## config.mk

```make
export PLATFORM = sky130hd
export DESIGN_NAME = gated_coincidence_pair_selector_top_flat
export DESIGN_NICKNAME = d
export VERILOG_FILES = /design/src/hw/rtl/gcps_pkg.sv /design/src/hw/rtl/gcps_channels.sv /design/src/hw/rtl/gated_coincidence_pair_selector_top.sv /design/src/hw/rtl/gcps_ram.sv /design/src/hw/rtl/gcps_csr.sv /design/src/hw/rtl/gcps_ctrl.sv /design/src/hw/rtl/gcps_dp.sv /design/src/flat_wrapper.sv
export SDC_FILE = /design/constraint.sdc
export NUM_CORES = 1
export LEC_CHECK = 0
export ABC_AREA = 1
export BUFFER_PORTS_ARGS = -buffer_cell sky130_fd_sc_hd__buf_2
export CORE_MARGIN = 5
export CORE_UTILIZATION = 59
export CTS_BUF_LIST = sky130_fd_sc_hd__clkbuf_4 sky130_fd_sc_hd__clkbuf_8
export CTS_CLUSTER_DIAMETER = 60
export DETAILED_ROUTE_END_ITERATION = 8
export GPL_TIMING_DRIVEN = 1
export PLACE_DENSITY = 0.8
export SLEW_MARGIN = 20
export SYNTH_ARGS = -nofsm -noshare
export SYNTH_HDL_FRONTEND = slang
export SYNTH_SLANG_ARGS = --single-unit
```

## constraint.sdc

```tcl
create_clock -name clock -period 4.9 [get_ports clock]
set_input_delay 0 -clock clock [delete_from_list [all_inputs] [get_ports clock]]
set_output_delay 0 -clock clock [all_outputs]
set_load 0.02 [all_outputs]
```

## src/hw/rtl/gcps_pkg.sv

```systemverilog
// Package for the gated coincidence pair selector.
// Holds field widths, register indexes, reset values and the controller types.
// No dependencies.
package gcps_pkg;

   localparam int NUM_LINES  = 6;
   localparam int ENERGY_W   = 16;
   localparam int TIME_W     = 16;
   localparam int LIMIT_W    = 15;
   localparam int WEIGHT_W   = 3;
   localparam int CSR_IDX_W  = 3;
   localparam int CSR_DATA_W = 16;

   // Register indexes of the configuration port
   localparam logic [CSR_IDX_W-1:0] REG_PROMPT_LIMIT = 3'd0;
   localparam logic [CSR_IDX_W-1:0] REG_DELAYED_MIN  = 3'd1;
   localparam logic [CSR_IDX_W-1:0] REG_LINE_ZERO    = 3'd2;

   localparam logic [LIMIT_W-1:0] PROMPT_LIMIT_RESET = 15'd30;
   localparam logic [TIME_W-1:0]  DELAYED_MIN_RESET  = 16'd30;

   typedef logic [NUM_LINES-1:0][ENERGY_W-1:0] line_set_type;

   localparam line_set_type LINE_RESET = {16'd12352, 16'd10480, 16'd8186,
                                          16'd7871, 16'd3630, 16'd3408};

   typedef struct packed {
      logic [LIMIT_W-1:0]       prompt_limit;
      logic signed [TIME_W-1:0] delayed_min;
      line_set_type             lines;
   } cfg_type;

   typedef enum logic [3:0] {
      ST_IDLE  = 4'b0001,
      ST_SCAN  = 4'b0010,
      ST_PAIR  = 4'b0100,
      ST_FLUSH = 4'b1000
   } state_type;

   typedef struct packed {
      logic hit_take;
      logic hit_last;
      logic scan_en;
      logic pair_start;
      logic pair_en;
      logic flush;
   } cmd_type;

   typedef struct packed {
      logic scan_done;
      logic pair_done;
      logic out_free;
   } status_type;

endpackage

```

## src/hw/rtl/gcps_channels.sv

```systemverilog
// Valid/ready channel interfaces for hits and pair results.
// Depends on gcps_pkg for field widths.
interface gcps_req_if import gcps_pkg::*; ();
   logic                       valid;
   logic                       ready;
   logic [ENERGY_W-1:0]        gate_energy;
   logic [ENERGY_W-1:0]        matrix_energy;
   logic signed [TIME_W-1:0]   time_diff;
   logic                       last_hit;

   modport source (output valid, gate_energy, matrix_energy, time_diff, last_hit,
                   input ready);
   modport sink   (input valid, gate_energy, matrix_energy, time_diff, last_hit,
                   output ready);
endinterface

interface gcps_rsp_if import gcps_pkg::*; ();
   logic                  valid;
   logic                  ready;
   logic [ENERGY_W-1:0]   energy_x;
   logic [ENERGY_W-1:0]   energy_y;
   logic [WEIGHT_W-1:0]   weight;
   logic                  last_result;
   logic                  overflow;

   modport source (output valid, energy_x, energy_y, weight, last_result, overflow,
                   input ready);
   modport sink   (input valid, energy_x, energy_y, weight, last_result, overflow,
                   output ready);
endinterface

```

## src/hw/rtl/gated_coincidence_pair_selector_top.sv

```systemverilog
// Top level of the gated coincidence pair selector.
// Depends on gcps_pkg, gcps_channels, gcps_csr, gcps_ctrl and gcps_dp.
//
// The block collects the hits of one event, one hit per cycle, into small
// hit memories of MAX_HITS entries; hits past that depth are dropped and the
// event is marked as overflowed. The hit flagged last_hit closes the event.
// The block then scans the N stored hits, one hit memory read per cycle,
// to mark prompt hits and delayed hits that fall inside one of the six gate
// windows, and walks all N * N ordered index pairs at one pair per cycle
// while the result path is not stalled. Each pair of two distinct prompt
// hits with a nonzero count of gated delayed hits (the pair itself
// excluded) leaves as one transfer on the result channel. One result is
// held back so that the final one can carry last_result; an event with no
// qualifying pair gives a single zero-weight marker. Stalls on the result
// channel stretch the pair walk.
// New hits are refused from the last hit until the final result is loaded.
// Configuration registers are written through a plain write port with
// indexes 0 (prompt_limit), 1 (delayed_min) and 2 to 7 (gate lines); the
// gate windows are open intervals of width 2 * GATE_HALF around each line.
module gated_coincidence_pair_selector_top import gcps_pkg::*; #(
   parameter int MAX_HITS  = 8,
   parameter int GATE_HALF = 20
) (
   input  logic                  clock,
   input  logic                  reset,
   gcps_req_if.sink              req_chan,
   gcps_rsp_if.source            rsp_chan,
   input  logic                  csr_we,
   input  logic [CSR_IDX_W-1:0]  csr_index,
   input  logic [CSR_DATA_W-1:0] csr_wdata
);

   cfg_type    cfg;
   cmd_type    cmd;
   status_type status;
   logic       req_ready;

   // configuration registers
   gcps_csr u_csr (
      .clock     (clock),
      .reset     (reset),
      .csr_we    (csr_we),
      .csr_index (csr_index),
      .csr_wdata (csr_wdata),
      .cfg       (cfg)
   );

   // sequencer: accept hits, then scan, walk pairs and flush
   gcps_ctrl u_ctrl (
      .clock     (clock),
      .reset     (reset),
      .req_valid (req_chan.valid),
      .req_last  (req_chan.last_hit),
      .status    (status),
      .req_ready (req_ready),
      .cmd       (cmd)
   );

   assign req_chan.ready = req_ready;

   // storage, classification, pair counters and result registers
   gcps_dp #(
      .MAX_HITS  (MAX_HITS),
      .GATE_HALF (GATE_HALF)
   ) u_dp (
      .clock        (clock),
      .reset        (reset),
      .cmd          (cmd),
      .cfg          (cfg),
      .in_gate      (req_chan.gate_energy),
      .in_matrix    (req_chan.matrix_energy),
      .in_time      (req_chan.time_diff),
      .rsp_ready    (rsp_chan.ready),
      .status       (status),
      .rsp_valid    (rsp_chan.valid),
      .rsp_energy_x (rsp_chan.energy_x),
      .rsp_energy_y (rsp_chan.energy_y),
      .rsp_weight   (rsp_chan.weight),
      .rsp_last     (rsp_chan.last_result),
      .rsp_overflow (rsp_chan.overflow)
   );

endmodule

```

## src/hw/rtl/gcps_ram.sv

```systemverilog
// Generic single write port, single read port RAM with registered read.
// No dependencies.
module gcps_ram #(
   parameter int WIDTH = 16,
   parameter int DEPTH = 8
) (
   input  logic                     clock,
   input  logic                     we,
   input  logic [$clog2(DEPTH)-1:0] waddr,
   input  logic [WIDTH-1:0]         wdata,
   input  logic                     re,
   input  logic [$clog2(DEPTH)-1:0] raddr,
   output logic [WIDTH-1:0]         rdata
);

   logic [WIDTH-1:0] mem_ff [DEPTH];
   logic [WIDTH-1:0] rdata_ff;

   always_ff @(posedge clock) begin
      if (we) begin
         mem_ff[waddr] <= wdata;
      end
      if (re) begin
         rdata_ff <= mem_ff[raddr];
      end
   end

   assign rdata = rdata_ff;

endmodule

```

## src/hw/rtl/gcps_csr.sv

```systemverilog
// Configuration registers: prompt window, delayed threshold and six gate lines.
// Depends on gcps_pkg.
module gcps_csr import gcps_pkg::*; (
   input  logic                  clock,
   input  logic                  reset,
   input  logic                  csr_we,
   input  logic [CSR_IDX_W-1:0]  csr_index,
   input  logic [CSR_DATA_W-1:0] csr_wdata,
   output cfg_type               cfg
);

   cfg_type                 cfg_ff;
   logic [CSR_IDX_W-1:0]    line_sel;

   assign line_sel = csr_index - REG_LINE_ZERO;

   always_ff @(posedge clock) begin
      if (reset) begin
         cfg_ff.prompt_limit <= PROMPT_LIMIT_RESET;
         cfg_ff.delayed_min  <= DELAYED_MIN_RESET;
         cfg_ff.lines        <= LINE_RESET;
      end else if (csr_we) begin
         unique case (csr_index)
            REG_PROMPT_LIMIT: cfg_ff.prompt_limit <= csr_wdata[LIMIT_W-1:0];
            REG_DELAYED_MIN:  cfg_ff.delayed_min  <= csr_wdata;
            default:          cfg_ff.lines[line_sel] <= csr_wdata;
         endcase
      end
   end

   assign cfg = cfg_ff;

endmodule

```

## src/hw/rtl/gcps_ctrl.sv

```systemverilog
// Event sequencer: hit collection, hit scan, pair walk and end-of-event flush.
// Depends on gcps_pkg.
module gcps_ctrl import gcps_pkg::*; (
   input  logic       clock,
   input  logic       reset,
   input  logic       req_valid,
   input  logic       req_last,
   input  status_type status,
   output logic       req_ready,
   output cmd_type    cmd
);

   state_type state_ff, state_in;
   logic      take;

   assign req_ready = (state_ff == ST_IDLE);
   assign take      = req_ready && req_valid;

   always_comb begin
      state_in       = state_ff;
      cmd            = '0;
      cmd.hit_take   = take;
      cmd.hit_last   = req_last;
      unique case (state_ff)
         ST_IDLE: begin
            if (take && req_last) state_in = ST_SCAN;
         end
         ST_SCAN: begin
            cmd.scan_en = 1'b1;
            if (status.scan_done) begin
               cmd.pair_start = 1'b1;
               state_in       = ST_PAIR;
            end
         end
         ST_PAIR: begin
            cmd.pair_en = 1'b1;
            if (status.pair_done) state_in = ST_FLUSH;
         end
         ST_FLUSH: begin
            cmd.flush = 1'b1;
            if (status.out_free) state_in = ST_IDLE;
         end
         default: state_in = ST_IDLE;
      endcase
   end

   always_ff @(posedge clock) begin
      if (reset) begin
         state_ff <= ST_IDLE;
      end else begin
         state_ff <= state_in;
      end
   end

endmodule

```

## src/hw/rtl/gcps_dp.sv

```systemverilog
// Datapath: hit memories, per-hit flags, pair counters, pending and output registers.
// Depends on gcps_pkg and gcps_ram.
module gcps_dp import gcps_pkg::*; #(
   parameter int MAX_HITS  = 8,
   parameter int GATE_HALF = 20
) (
   input  logic                     clock,
   input  logic                     reset,
   input  cmd_type                  cmd,
   input  cfg_type                  cfg,
   input  logic [ENERGY_W-1:0]      in_gate,
   input  logic [ENERGY_W-1:0]      in_matrix,
   input  logic signed [TIME_W-1:0] in_time,
   input  logic                     rsp_ready,
   output status_type               status,
   output logic                     rsp_valid,
   output logic [ENERGY_W-1:0]      rsp_energy_x,
   output logic [ENERGY_W-1:0]      rsp_energy_y,
   output logic [WEIGHT_W-1:0]      rsp_weight,
   output logic                     rsp_last,
   output logic                     rsp_overflow
);

   localparam int IW = $clog2(MAX_HITS);
   localparam int CW = $clog2(MAX_HITS + 1);
   localparam int EW = $clog2(65536 + GATE_HALF);
   localparam int HW = ENERGY_W + TIME_W;
   localparam logic [CW-1:0] MAX_COUNT = CW'(MAX_HITS);
   localparam logic [EW-1:0] HALF      = EW'(GATE_HALF);

   // hit collection
   logic [CW-1:0]   hit_count_ff;
   logic            overflow_ff;
   logic            room;
   logic            store_we;

   // scan of stored hits
   logic [CW-1:0]   scan_k_ff;
   logic            scan_v_ff;
   logic [IW-1:0]   scan_idx_ff;
   logic            scan_issue;
   logic [HW-1:0]   hit_rdata;
   logic [MAX_HITS-1:0] prompt_ff;
   logic [MAX_HITS-1:0] gd_ff;
   logic [CW-1:0]   gcount_ff;
   logic [ENERGY_W-1:0]      sc_gate;
   logic signed [TIME_W-1:0] sc_time;
   logic signed [LIMIT_W+1:0] sc_time_x;
   logic signed [LIMIT_W+1:0] sc_lim_x;
   logic            sc_prompt;
   logic            sc_line_hit;
   logic            sc_gd;

   // pair walk
   logic [IW-1:0]   pi_ff, pj_ff;
   logic            run_ff;
   logic [CW-1:0]   weight_full;
   logic            pair_ok;
   logic            pj_end, pi_end;
   logic            advance, step;
   logic            s1_valid_ff;
   logic [WEIGHT_W-1:0] s1_weight_ff;
   logic [ENERGY_W-1:0] mx_rdata, my_rdata;

   // pending and output registers
   logic            pend_valid_ff;
   logic [ENERGY_W-1:0] pend_x_ff, pend_y_ff;
   logic [WEIGHT_W-1:0] pend_w_ff;
   logic            out_valid_ff;
   logic [ENERGY_W-1:0] out_x_ff, out_y_ff;
   logic [WEIGHT_W-1:0] out_w_ff;
   logic            out_last_ff, out_ovf_ff;
   logic            out_free;
   logic            push_pend;
   logic            flush_load;

   assign room     = (hit_count_ff != MAX_COUNT);
   assign store_we = cmd.hit_take && room;

   gcps_ram #(.WIDTH(HW), .DEPTH(MAX_HITS)) u_hit_ram (
      .clock (clock),
      .we    (store_we),
      .waddr (hit_count_ff[IW-1:0]),
      .wdata ({in_gate, in_time}),
      .re    (scan_issue),
      .raddr (scan_k_ff[IW-1:0]),
      .rdata (hit_rdata)
   );

   gcps_ram #(.WIDTH(ENERGY_W), .DEPTH(MAX_HITS)) u_mx_ram (
      .clock (clock),
      .we    (store_we),
      .waddr (hit_count_ff[IW-1:0]),
      .wdata (in_matrix),
      .re    (step && run_ff),
      .raddr (pi_ff),
      .rdata (mx_rdata)
   );

   gcps_ram #(.WIDTH(ENERGY_W), .DEPTH(MAX_HITS)) u_my_ram (
      .clock (clock),
      .we    (store_we),
      .waddr (hit_count_ff[IW-1:0]),
      .wdata (in_matrix),
      .re    (step && run_ff),
      .raddr (pj_ff),
      .rdata (my_rdata)
   );

   // classify one stored hit
   assign scan_issue = cmd.scan_en && (scan_k_ff != hit_count_ff);
   assign sc_gate    = hit_rdata[HW-1:TIME_W];
   assign sc_time    = $signed(hit_rdata[TIME_W-1:0]);
   assign sc_time_x  = (LIMIT_W+2)'(sc_time);
   assign sc_lim_x   = $signed({2'b00, cfg.prompt_limit});
   assign sc_prompt  = (sc_time_x <= sc_lim_x) && (sc_time_x >= -sc_lim_x);

   always_comb begin
      logic [EW-1:0] e_x;
      logic [EW-1:0] c_x;
      e_x         = EW'(sc_gate);
      sc_line_hit = 1'b0;
      for (int n = 0; n < NUM_LINES; n++) begin
         c_x = EW'(cfg.lines[n]);
         if ((e_x + HALF > c_x) && (e_x < c_x + HALF)) sc_line_hit = 1'b1;
      end
   end

   assign sc_gd = sc_line_hit && (sc_time >= cfg.delayed_min);

   // pair evaluation
   assign weight_full = gcount_ff - CW'(gd_ff[pi_ff]) - CW'(gd_ff[pj_ff]);
   assign pair_ok     = prompt_ff[pi_ff] && prompt_ff[pj_ff] && (pi_ff != pj_ff) &&
                        (weight_full != '0);
   assign pj_end      = (CW'(pj_ff) == hit_count_ff - CW'(1));
   assign pi_end      = (CW'(pi_ff) == hit_count_ff - CW'(1));

   assign out_free   = !out_valid_ff || rsp_ready;
   assign advance    = !(s1_valid_ff && pend_valid_ff) || out_free;
   assign step       = cmd.pair_en && advance;
   assign push_pend  = step && s1_valid_ff && pend_valid_ff;
   assign flush_load = cmd.flush && out_free;

   always_ff @(posedge clock) begin
      if (reset) begin
         hit_count_ff  <= '0;
         overflow_ff   <= 1'b0;
         scan_k_ff     <= '0;
         scan_v_ff     <= 1'b0;
         prompt_ff     <= '0;
         gd_ff         <= '0;
         gcount_ff     <= '0;
         run_ff        <= 1'b0;
         pi_ff         <= '0;
         pj_ff         <= '0;
         s1_valid_ff   <= 1'b0;
         pend_valid_ff <= 1'b0;
         out_valid_ff  <= 1'b0;
      end else begin
         if (cmd.hit_take) begin
            if (room) hit_count_ff <= hit_count_ff + CW'(1);
            else      overflow_ff  <= 1'b1;
            if (cmd.hit_last) begin
               scan_k_ff <= '0;
               prompt_ff <= '0;
               gd_ff     <= '0;
               gcount_ff <= '0;
            end
         end

         scan_v_ff <= scan_issue;
         if (scan_issue) scan_k_ff <= scan_k_ff + CW'(1);
         if (scan_v_ff) begin
            prompt_ff[scan_idx_ff] <= sc_prompt;
            gd_ff[scan_idx_ff]     <= sc_gd;
            gcount_ff              <= gcount_ff + CW'(sc_gd);
         end

         if (cmd.pair_start) begin
            run_ff <= (hit_count_ff != '0);
            pi_ff  <= '0;
            pj_ff  <= '0;
         end else if (step) begin
            s1_valid_ff <= run_ff && pair_ok;
            if (run_ff) begin
               if (pj_end) begin
                  pj_ff <= '0;
                  pi_ff <= pi_ff + IW'(1);
                  if (pi_end) run_ff <= 1'b0;
               end else begin
                  pj_ff <= pj_ff + IW'(1);
               end
            end
            if (s1_valid_ff) pend_valid_ff <= 1'b1;
         end

         if (push_pend || flush_load) begin
            out_valid_ff <= 1'b1;
         end else if (rsp_ready) begin
            out_valid_ff <= 1'b0;
         end

         if (flush_load) begin
            pend_valid_ff <= 1'b0;
            hit_count_ff  <= '0;
            overflow_ff   <= 1'b0;
         end
      end
   end

   // payload registers
   always_ff @(posedge clock) begin
      if (scan_issue) scan_idx_ff <= scan_k_ff[IW-1:0];
      if (step && run_ff) s1_weight_ff <= WEIGHT_W'(weight_full);
      if (step && s1_valid_ff) begin
         pend_x_ff <= mx_rdata;
         pend_y_ff <= my_rdata;
         pend_w_ff <= s1_weight_ff;
      end
      if (push_pend) begin
         out_x_ff    <= pend_x_ff;
         out_y_ff    <= pend_y_ff;
         out_w_ff    <= pend_w_ff;
         out_last_ff <= 1'b0;
         out_ovf_ff  <= overflow_ff;
      end else if (flush_load) begin
         out_x_ff    <= pend_valid_ff ? pend_x_ff : '0;
         out_y_ff    <= pend_valid_ff ? pend_y_ff : '0;
         out_w_ff    <= pend_valid_ff ? pend_w_ff : '0;
         out_last_ff <= 1'b1;
         out_ovf_ff  <= overflow_ff;
      end
   end

   assign status.scan_done = (scan_k_ff == hit_count_ff) && !scan_v_ff;
   assign status.pair_done = !run_ff && !s1_valid_ff;
   assign status.out_free  = out_free;

   assign rsp_valid    = out_valid_ff;
   assign rsp_energy_x = out_x_ff;
   assign rsp_energy_y = out_y_ff;
   assign rsp_weight   = out_w_ff;
   assign rsp_last     = out_last_ff;
   assign rsp_overflow = out_ovf_ff;

endmodule
```

## src/flat_wrapper.sv

```systemverilog
// flat-port wrapper written by rule: the top's interface ports become plain ports
module gated_coincidence_pair_selector_top_flat import gcps_pkg::*;
#(
   parameter int MAX_HITS  = 8,
   parameter int GATE_HALF = 20
)
  (clock, reset, csr_we, csr_index, csr_wdata, req_chan_valid, req_chan_gate_energy, req_chan_matrix_energy, req_chan_time_diff, req_chan_last_hit, req_chan_ready, rsp_chan_valid, rsp_chan_energy_x, rsp_chan_energy_y, rsp_chan_weight, rsp_chan_last_result, rsp_chan_overflow, rsp_chan_ready);
  gcps_req_if req_chan_i ();
  gcps_rsp_if rsp_chan_i ();
  input  logic clock;
  input  logic reset;
  input  logic csr_we;
  input  logic [CSR_IDX_W-1:0] csr_index;
  input  logic [CSR_DATA_W-1:0] csr_wdata;
  input wire logic [$bits(req_chan_i.valid)-1:0] req_chan_valid;
  input wire logic [$bits(req_chan_i.gate_energy)-1:0] req_chan_gate_energy;
  input wire logic [$bits(req_chan_i.matrix_energy)-1:0] req_chan_matrix_energy;
  input wire logic [$bits(req_chan_i.time_diff)-1:0] req_chan_time_diff;
  input wire logic [$bits(req_chan_i.last_hit)-1:0] req_chan_last_hit;
  output wire logic [$bits(req_chan_i.ready)-1:0] req_chan_ready;
  output wire logic [$bits(rsp_chan_i.valid)-1:0] rsp_chan_valid;
  output wire logic [$bits(rsp_chan_i.energy_x)-1:0] rsp_chan_energy_x;
  output wire logic [$bits(rsp_chan_i.energy_y)-1:0] rsp_chan_energy_y;
  output wire logic [$bits(rsp_chan_i.weight)-1:0] rsp_chan_weight;
  output wire logic [$bits(rsp_chan_i.last_result)-1:0] rsp_chan_last_result;
  output wire logic [$bits(rsp_chan_i.overflow)-1:0] rsp_chan_overflow;
  input wire logic [$bits(rsp_chan_i.ready)-1:0] rsp_chan_ready;
  assign req_chan_i.valid = req_chan_valid;
  assign req_chan_i.gate_energy = req_chan_gate_energy;
  assign req_chan_i.matrix_energy = req_chan_matrix_energy;
  assign req_chan_i.time_diff = req_chan_time_diff;
  assign req_chan_i.last_hit = req_chan_last_hit;
  assign req_chan_ready = req_chan_i.ready;
  assign rsp_chan_valid = rsp_chan_i.valid;
  assign rsp_chan_energy_x = rsp_chan_i.energy_x;
  assign rsp_chan_energy_y = rsp_chan_i.energy_y;
  assign rsp_chan_weight = rsp_chan_i.weight;
  assign rsp_chan_last_result = rsp_chan_i.last_result;
  assign rsp_chan_overflow = rsp_chan_i.overflow;
  assign rsp_chan_i.ready = rsp_chan_ready;
  gated_coincidence_pair_selector_top #(.MAX_HITS(MAX_HITS), .GATE_HALF(GATE_HALF)) u_core (.clock(clock), .reset(reset), .req_chan(req_chan_i), .rsp_chan(rsp_chan_i), .csr_we(csr_we), .csr_index(csr_index), .csr_wdata(csr_wdata));
endmodule
```

; ---- Yosys cells after proc, flatten, opt, wreduce, memory -nomap -nowiden
; Memories as Yosys holds them, arrays and structs flattened. A register that Yosys moved wholly into a read port is not among the register bits.
; Cells that the tools add are included.
[op_classes]
magnitude_cmp = 21
addsub = 17
reduce_logical = 59
n_bitwise = 3
muxes = 63
n_eq_ne = 15
[op_table]
columns = cell, n
row1 = 16-bit by 5-bit adder with 17-bit output (second input constant), 7
row2 = 16-bit two-way mux, 7
row3 = 17-bit by 16-bit > comparator with 1-bit output, 6
row4 = 16-bit by 17-bit less-than comparator with 1-bit output, 6
row5 = 96-bit bitwise mux, 1
row6 = 8-bit two-way mux, 8
row7 = 16-bit demux with 3-bit select, 1
row8 = 4-bit two-way mux, 8
row9 = 1-bit logical AND, 26
row10 = 1-bit two-way mux, 25
row11 = 2-bit AND reduction, 9
row12 = 16-bit by 17-bit greater-or-equal comparator with 1-bit output, 1
row13 = 15-bit negation with 17-bit output, 1
row14 = 8-bit bitwise mux, 2
row15 = 16-bit greater-or-equal comparator, 1
row16 = 16-bit less-or-equal comparator, 1
row17 = 3-bit by 4-bit less-than comparator with 1-bit output (second input constant), 4
row18 = 4-bit case mux with 4 select lines, 1
row19 = 2-bit nonzero test, 7
row20 = 1-bit binary-select mux with 3-bit select, 4
row21 = 3-bit two-way mux, 4
row22 = 4-bit by 1-bit adder with 4-bit output (second input constant), 2
row23 = 3-bit by 4-bit == test with 1-bit output, 2
row24 = 4-bit nonzero test, 2
row25 = 26 further kinds, 42
[word_totals]
input_bits = 73
ram_bits = 512
reg_bits = 249
mem_count = 3
wordCells = 213
[memory_table]
columns = name, depth, width, read_ports, rd_clocked_by_memory_dff, wr, line
row1 = u_core.u_dp.u_hit_ram.mem_ff, 8, 32, 1, 1, 1, gcps_ram.sv:16  ; logic [WIDTH-1:0] mem_ff [DEPTH];
row2 = u_core.u_dp.u_mx_ram.mem_ff, 8, 16, 1, 1, 1, gcps_ram.sv:16
row3 = u_core.u_dp.u_my_ram.mem_ff, 8, 16, 1, 1, 1, gcps_ram.sv:16

; ---- Longest topological paths before layout
[depth]
ltp_word = 12
mapped_depth = 27
depth_no_buf = 27

; ---- Cells and area by module
; From an unflattened synthesis, not the netlist that was laid out.
[hier_totals]
cells_unflattened = 4809
hier_area_um2 = 42559.6
[modules_own_cells]
columns = mod, n_inst, area_each_um2, cells_each
row1 = gcps_dp, 1, 12942.4, 1760
row2 = gcps_ram (u_core.u_dp.u_mx_ram ...), 2, 6149.6, 587
row3 = gcps_ram (u_core.u_dp.u_hit_ram), 1, 12192.9, 1156
row4 = gcps_csr, 1, 4833.4, 672
row5 = gcps_ctrl, 1, 291.5, 47

; ---- Least setup slack after synthesis
; OpenSTA, ideal clock, no wires.
[synth_timing]
path_type = reg2reg
startpoint = register u_core.u_ctrl.state_ff[1]
endpoint = memory u_core.u_dp.u_hit_ram.mem_ff[1][0] (netlist name) (enable)
period_less_slack_ns = 5.051
required_ns = 4.387
n_path_buf = 0
path_stages_with_launch = 6
path_slack_ns = -0.151
t_arrival_ns = 4.538
path_cell_list = dfxtp_1 nor4_4 nand2_2 nor2_1 nand2_1 nor3_1
[synth_via]
elab_chain_cells = 5
[synth_lines]
columns = element, line
row1 = "start, declared", gcps_ctrl.sv:13  ; state_type state_ff, state_in;
row2 = "start signal, assigned", gcps_ctrl.sv:51  ; state_ff <= state_in;
row3 = 4-bit by 1-bit == test with 1-bit output, gcps_ctrl.sv:16  ; assign req_ready = (state_ff == ST_IDLE);
row4 = via req_chan_ready, flat_wrapper.sv:20  ; output wire logic [$bits(req_chan_i.ready)-1:0] req_chan_ready;
row5 = 1-bit logical AND, gcps_ctrl.sv:17  ; assign take = req_ready && req_valid;
row6 = 1-bit logical AND, gcps_dp.sv:78  ; assign store_we = cmd.hit_take && room;
row7 = 1-bit two-way mux, gcps_ram.sv:20  ; if (we) begin
row8 = 1-bit two-way mux (not written as such), gcps_ram.sv:21  ; mem_ff[waddr] <= wdata;
row9 = "end, declared", gcps_ram.sv:16
; The timed path passes the listed nets, and every way through them passes these cells.

; ---- Worst setup path in the final report
[layout_timing]
startpoint = register u_core.u_dp.u_hit_ram.rdata_ff[18] (netlist: u_core.u_dp.u_hit_ram.rdata[18]) (read register of u_core.u_dp.u_hit_ram.mem_ff)
endpoint = register u_core.u_dp.gcount_ff[2]
[layout_via]
elab_chain_cells = 12
word_cells_on_any_way = 28
cone_classes = add/sub (2) / order compare (12) / mux (7) / reduce/logical (7)
[layout_lines]
columns = element, line
row1 = "start, declared", gcps_ram.sv:17  ; logic [WIDTH-1:0] rdata_ff;
row2 = 16-bit by 5-bit adder with 17-bit output, gcps_dp.sv:125  ; if ((e_x + HALF > c_x) && (e_x < c_x + HALF)) sc_line_hit = 1'b1;
row3 = 17-bit by 16-bit > comparator with 1-bit output, gcps_dp.sv:125
row4 = 1-bit logical AND, gcps_dp.sv:125
row5 = 1-bit two-way mux (5 in series), gcps_dp.sv:125
row6 = 1-bit two-way mux *, gcps_dp.sv:125
row7 = 1-bit logical AND *, gcps_dp.sv:129  ; assign sc_gd = sc_line_hit && (sc_time >= cfg.delayed_min);
row8 = 4-bit by 1-bit adder with 4-bit output *, gcps_dp.sv:176  ; gcount_ff <= gcount_ff + CW'(sc_gd);
row9 = 4-bit two-way mux *, gcps_dp.sv:173  ; if (scan_v_ff) begin
row10 = "end signal, assigned", gcps_dp.sv:176
row11 = "end, declared", gcps_dp.sv:45  ; logic [CW-1:0] gcount_ff;
; Every way passes the cells marked *; elsewhere a longest branch is shown, timed or not.
; A chain may end at the register's enable or synchronous reset.

==> flow_metrics.tcl <==
set metrics [dict create \
    max_freq_mhz 227 \
    row_count 89 \
    cts_tree "yes" \
    power_mw 13.4 \
    clk_pin_slew_worst_paths_ns 0.06 \
    die_x_um 253 \
    grt_use_met1_pct 37.1 \
    stdcell_area_um2 39300 \
    cellPowerDensity_nw_per_um2 341 \
    drive_gt1_share_pct 10.6 \
    ys_warn_count 0 \
    syn-instance-count 3550 \
    synth_xor_area_share_pct 2.75 \
    placed_area_um2 36100 \
    hp-class "input pin to flop" \
    hold_slack_ns 0.0703 \
    ys_seq_area_share_pct 55.3 \
    cts_sinks 697 \
    syn_area_um2 34700 \
    ir_drop_uv 305 \
    yosys_register_bits 697 \
    synth_area_per_cell_um2 9.79 \
    critPathKind "flop to flop" \
    yosys-mux-area-fraction_pct 0.0324 \
    setup_viol 0 \
    ys.flop_type "edfxtp_1" \
    grt_pass1_vias 25700 \
    syn-num-nets 3869 \
    synth_top_family_by_area "compound AO/OA/AOI/OAI gates" \
    grt_busiest_layer "met2" \
    drc 0 \
    grt_pass1_wl_mm 140 \
    insertion_delay_ns 0.75 \
    fin_nets 4071 \
    final_common_cell "edfxtp_1" \
    routed_via_density 5.84 \
    async_flop_share_pct 0 \
    synth_edf_count 525 \
    crit_path_start_kind "flop" \
    critPathArrivalTime_ns 4.99 \
    cts-buffers-inserted 109 \
    crit_fanout 9 \
    met3_usage_pct 5.90 \
    syn_to_final_growth_pct 13.1 \
    finalWorstSetupSlack_ns 0.493 \
    met2_usage_pct 45.1 \
    portBuffers 111 \
    hold_viol 0 \
    utilization_pct 67.0 \
    cap_violations 0 \
    setup-tns-final_ns 0 \
    synth-simple-area-share_pct 13.0 \
    critPathCaptureType "flop" \
    period_share_pct 89.9 \
    drtAntennaViolNets 0 \
    ios 112 \
    core-area_um2 58700 \
    required_ns 5.48 \
    status "completed" \
    clock_skew_ns 0.0521 \
    synth_compound_area_share_pct 14.4 \
    synthAdderAreaFrac_pct 8.88 \
    finalMaxSlewViolations 0 \
    pre_cts_slack_ns 0.638 \
    vias 27000 \
    dp_hpwl_mm 59.5 \
    wirelength_mm 91.7 \
    grt_use_total_pct 27.9 \
    leakage_nw 15.6 \
    dp_cells 4334 \
    overflow 0 \
    timing.rr.start "u_core.u_dp.u_hit_ram.rdata[18]" \
    place_congestion 0.943 \
    dr.first_iter.drc_count 3160 \
    stdcell_count 4625 \
    worstHoldStart "req_chan_matrix_energy[10]" \
    relSlewSlack_pct 28.7 \
    synth.distinct_cells 56 \
    crit_start "u_core.u_dp.u_hit_ram.rdata[18]" \
    dieArea_um2 63800 \
    worst_pin_slew_ns 1.07 \
    wire_per_inst_um 19.8 \
    clockBufferDepth 3 \
    antenna_found_initial 13 \
    drt_pass1_iterations 8 \
    h-tree-depth 3 \
    grt_max_degree 93 \
    cts_root_buffer "clkbuf_8" \
    final_cell_mix "edfxtp_1, nand2_1, nor2_1, o21ai_0, inv_1" \
    cts_resized 0 \
    start_util_pct 59.2 \
    die_h_um 253 \
    grt_setup_unrepaired "false" \
    finalCriticalPeriod_ns 4.41 \
]
-- area by class of cell --
cell class / count / area [um2]
clock buffer: 158 / 1930
antenna: 7 / 17.5
multi-input combinational: 2328 / 13600
fill: 4312 / 19400
sequential: 697 / 19200
timing repair buffer: 238 / 1730
clock inverter: 46 / 394
inverter: 378 / 1430
tap: 773 / 967
-- kinds of logic after synthesis --
logic type / count (synthesis)
AO/OA/AOI/OAI: 907
XOR/XNOR: 109
adder cells (fa/ha/maj): 246
AND/OR/NAND/NOR: 1065
flip-flops: 697
buffers and inverters: 525
multiplexers: 1
-- flip-flops by register name, summed over array words and instances (netlist names), 16 cells and up --
name                          count
u_core.u_dp.pend_y_ff            16
u_core.u_dp.u_hit_ram.mem_ff    256
u_core.u_dp.u_hit_ram.rdata      32
u_core.u_dp.u_mx_ram.mem_ff      96
u_core.u_dp.rsp_energy_x         16
u_core.u_dp.u_my_ram.mem_ff      32
u_core.u_dp.u_my_ram.rdata       16
u_core.u_dp.u_mx_ram.rdata       16
u_core.u_dp.rsp_energy_y         16
u_core.u_csr.cfg                127
u_core.u_dp.pend_x_ff            16
-- power breakdown --
| group | switching (mW) | leakage (nW) | total [mW] | internal, mW |
|---|---|---|---|---|
| Sequential | 0.124 | 6.15 | 6.83 | 6.70 |
| Clock | 2.34 | 1.22 | 5.16 | 2.82 |
| Combinational | 0.994 | 8.25 | 1.42 | 0.427 |
-- worst max-delay path: stages (launching register included) --
cell	delay, ns
edfxtp_1	0.55
ha_1	0.26
nor2_2	0.06
nor2_4	0.14
nand3_4	0.11
nor2_1	0.15
xor2_1	0.68
ha_1	0.38
nand2_1	0.06
inv_1	0.03
o21ai_0	0.13
nand2_1	0.07
a21oi_1	0.11
nand2_1	0.06
nand2_1	0.05
nand2_1	0.05
nand3_1	0.08
nand2_1	0.07
nor2_1	0.18
nand4_2	0.14
nand2_4	0.16
inv_1	0.06
ha_1	0.19
ha_1	0.18
nand2_1	0.08
a21oi_1	0.06
o21ai_0	0.10
a21oi_1	0.05
-- layer usage --
metal	share of wire, %	routed length [um]
met4	3.7	3360
met5	0.0076	7
met3	9.7	8880
met2	47	42800
met1	40	36600
-- path summary, 6_finish.rpt --
kind,to,slack [ns],cells past startpoint
setup / recovery,u_core.u_dp.gcount_ff[2],0.49,27
hold / removal,u_core.u_dp.u_mx_ram.mem_ff[7][10],0.07,2
setup reg to reg,u_core.u_dp.gcount_ff[2],0.49,27
hold reg to reg,u_core.u_dp.pend_x_ff[12],0.42,0
-- synthesized netlist by cell type, types with 4 or more instances --
| master | number | area, um2 |
|---|---|---|
| o211ai_1 | 85 | 638 |
| nand3_2 | 4 | 40.0 |
| inv_2 | 10 | 37.5 |
| a31oi_1 | 67 | 419 |
| nor4_1 | 8 | 50.1 |
| xor2_1 | 98 | 858 |
| clkbuf_1 | 119 | 447 |
| nand2_1 | 436 | 1640 |
| buf_1 | 16 | 60.1 |
| edfxtp_1 | 525 | 15800 |
| nor2_1 | 429 | 1610 |
| nor3_2 | 8 | 80.1 |
| o22ai_1 | 34 | 213 |
| a211oi_1 | 8 | 60.1 |
| a21o_1 | 4 | 30.0 |
| nand4_1 | 48 | 300 |
| nor2_2 | 5 | 31.3 |
| o21a_1 | 6 | 45.0 |
| o21ai_1 | 4 | 20.0 |
| o21ai_0 | 408 | 2040 |
| nand3_1 | 77 | 385 |
| dfxtp_1 | 172 | 3440 |
| buf_2 | 11 | 55.1 |
| ha_1 | 245 | 3070 |
| xnor2_1 | 11 | 96.3 |
| a21oi_1 | 275 | 1380 |
| inv_1 | 363 | 1360 |
| nor3_1 | 26 | 130 |
| nand3b_1 | 6 | 45.0 |
-- what timing repair did --
action                                  4_1_cts  5_1_grt
hold endpoints to repair                    535        0
endpoints found under the setup margin        0        0
buffers inserted                              0        0
hold buffers                                 80        0
(Power assumes the default switching activity.)
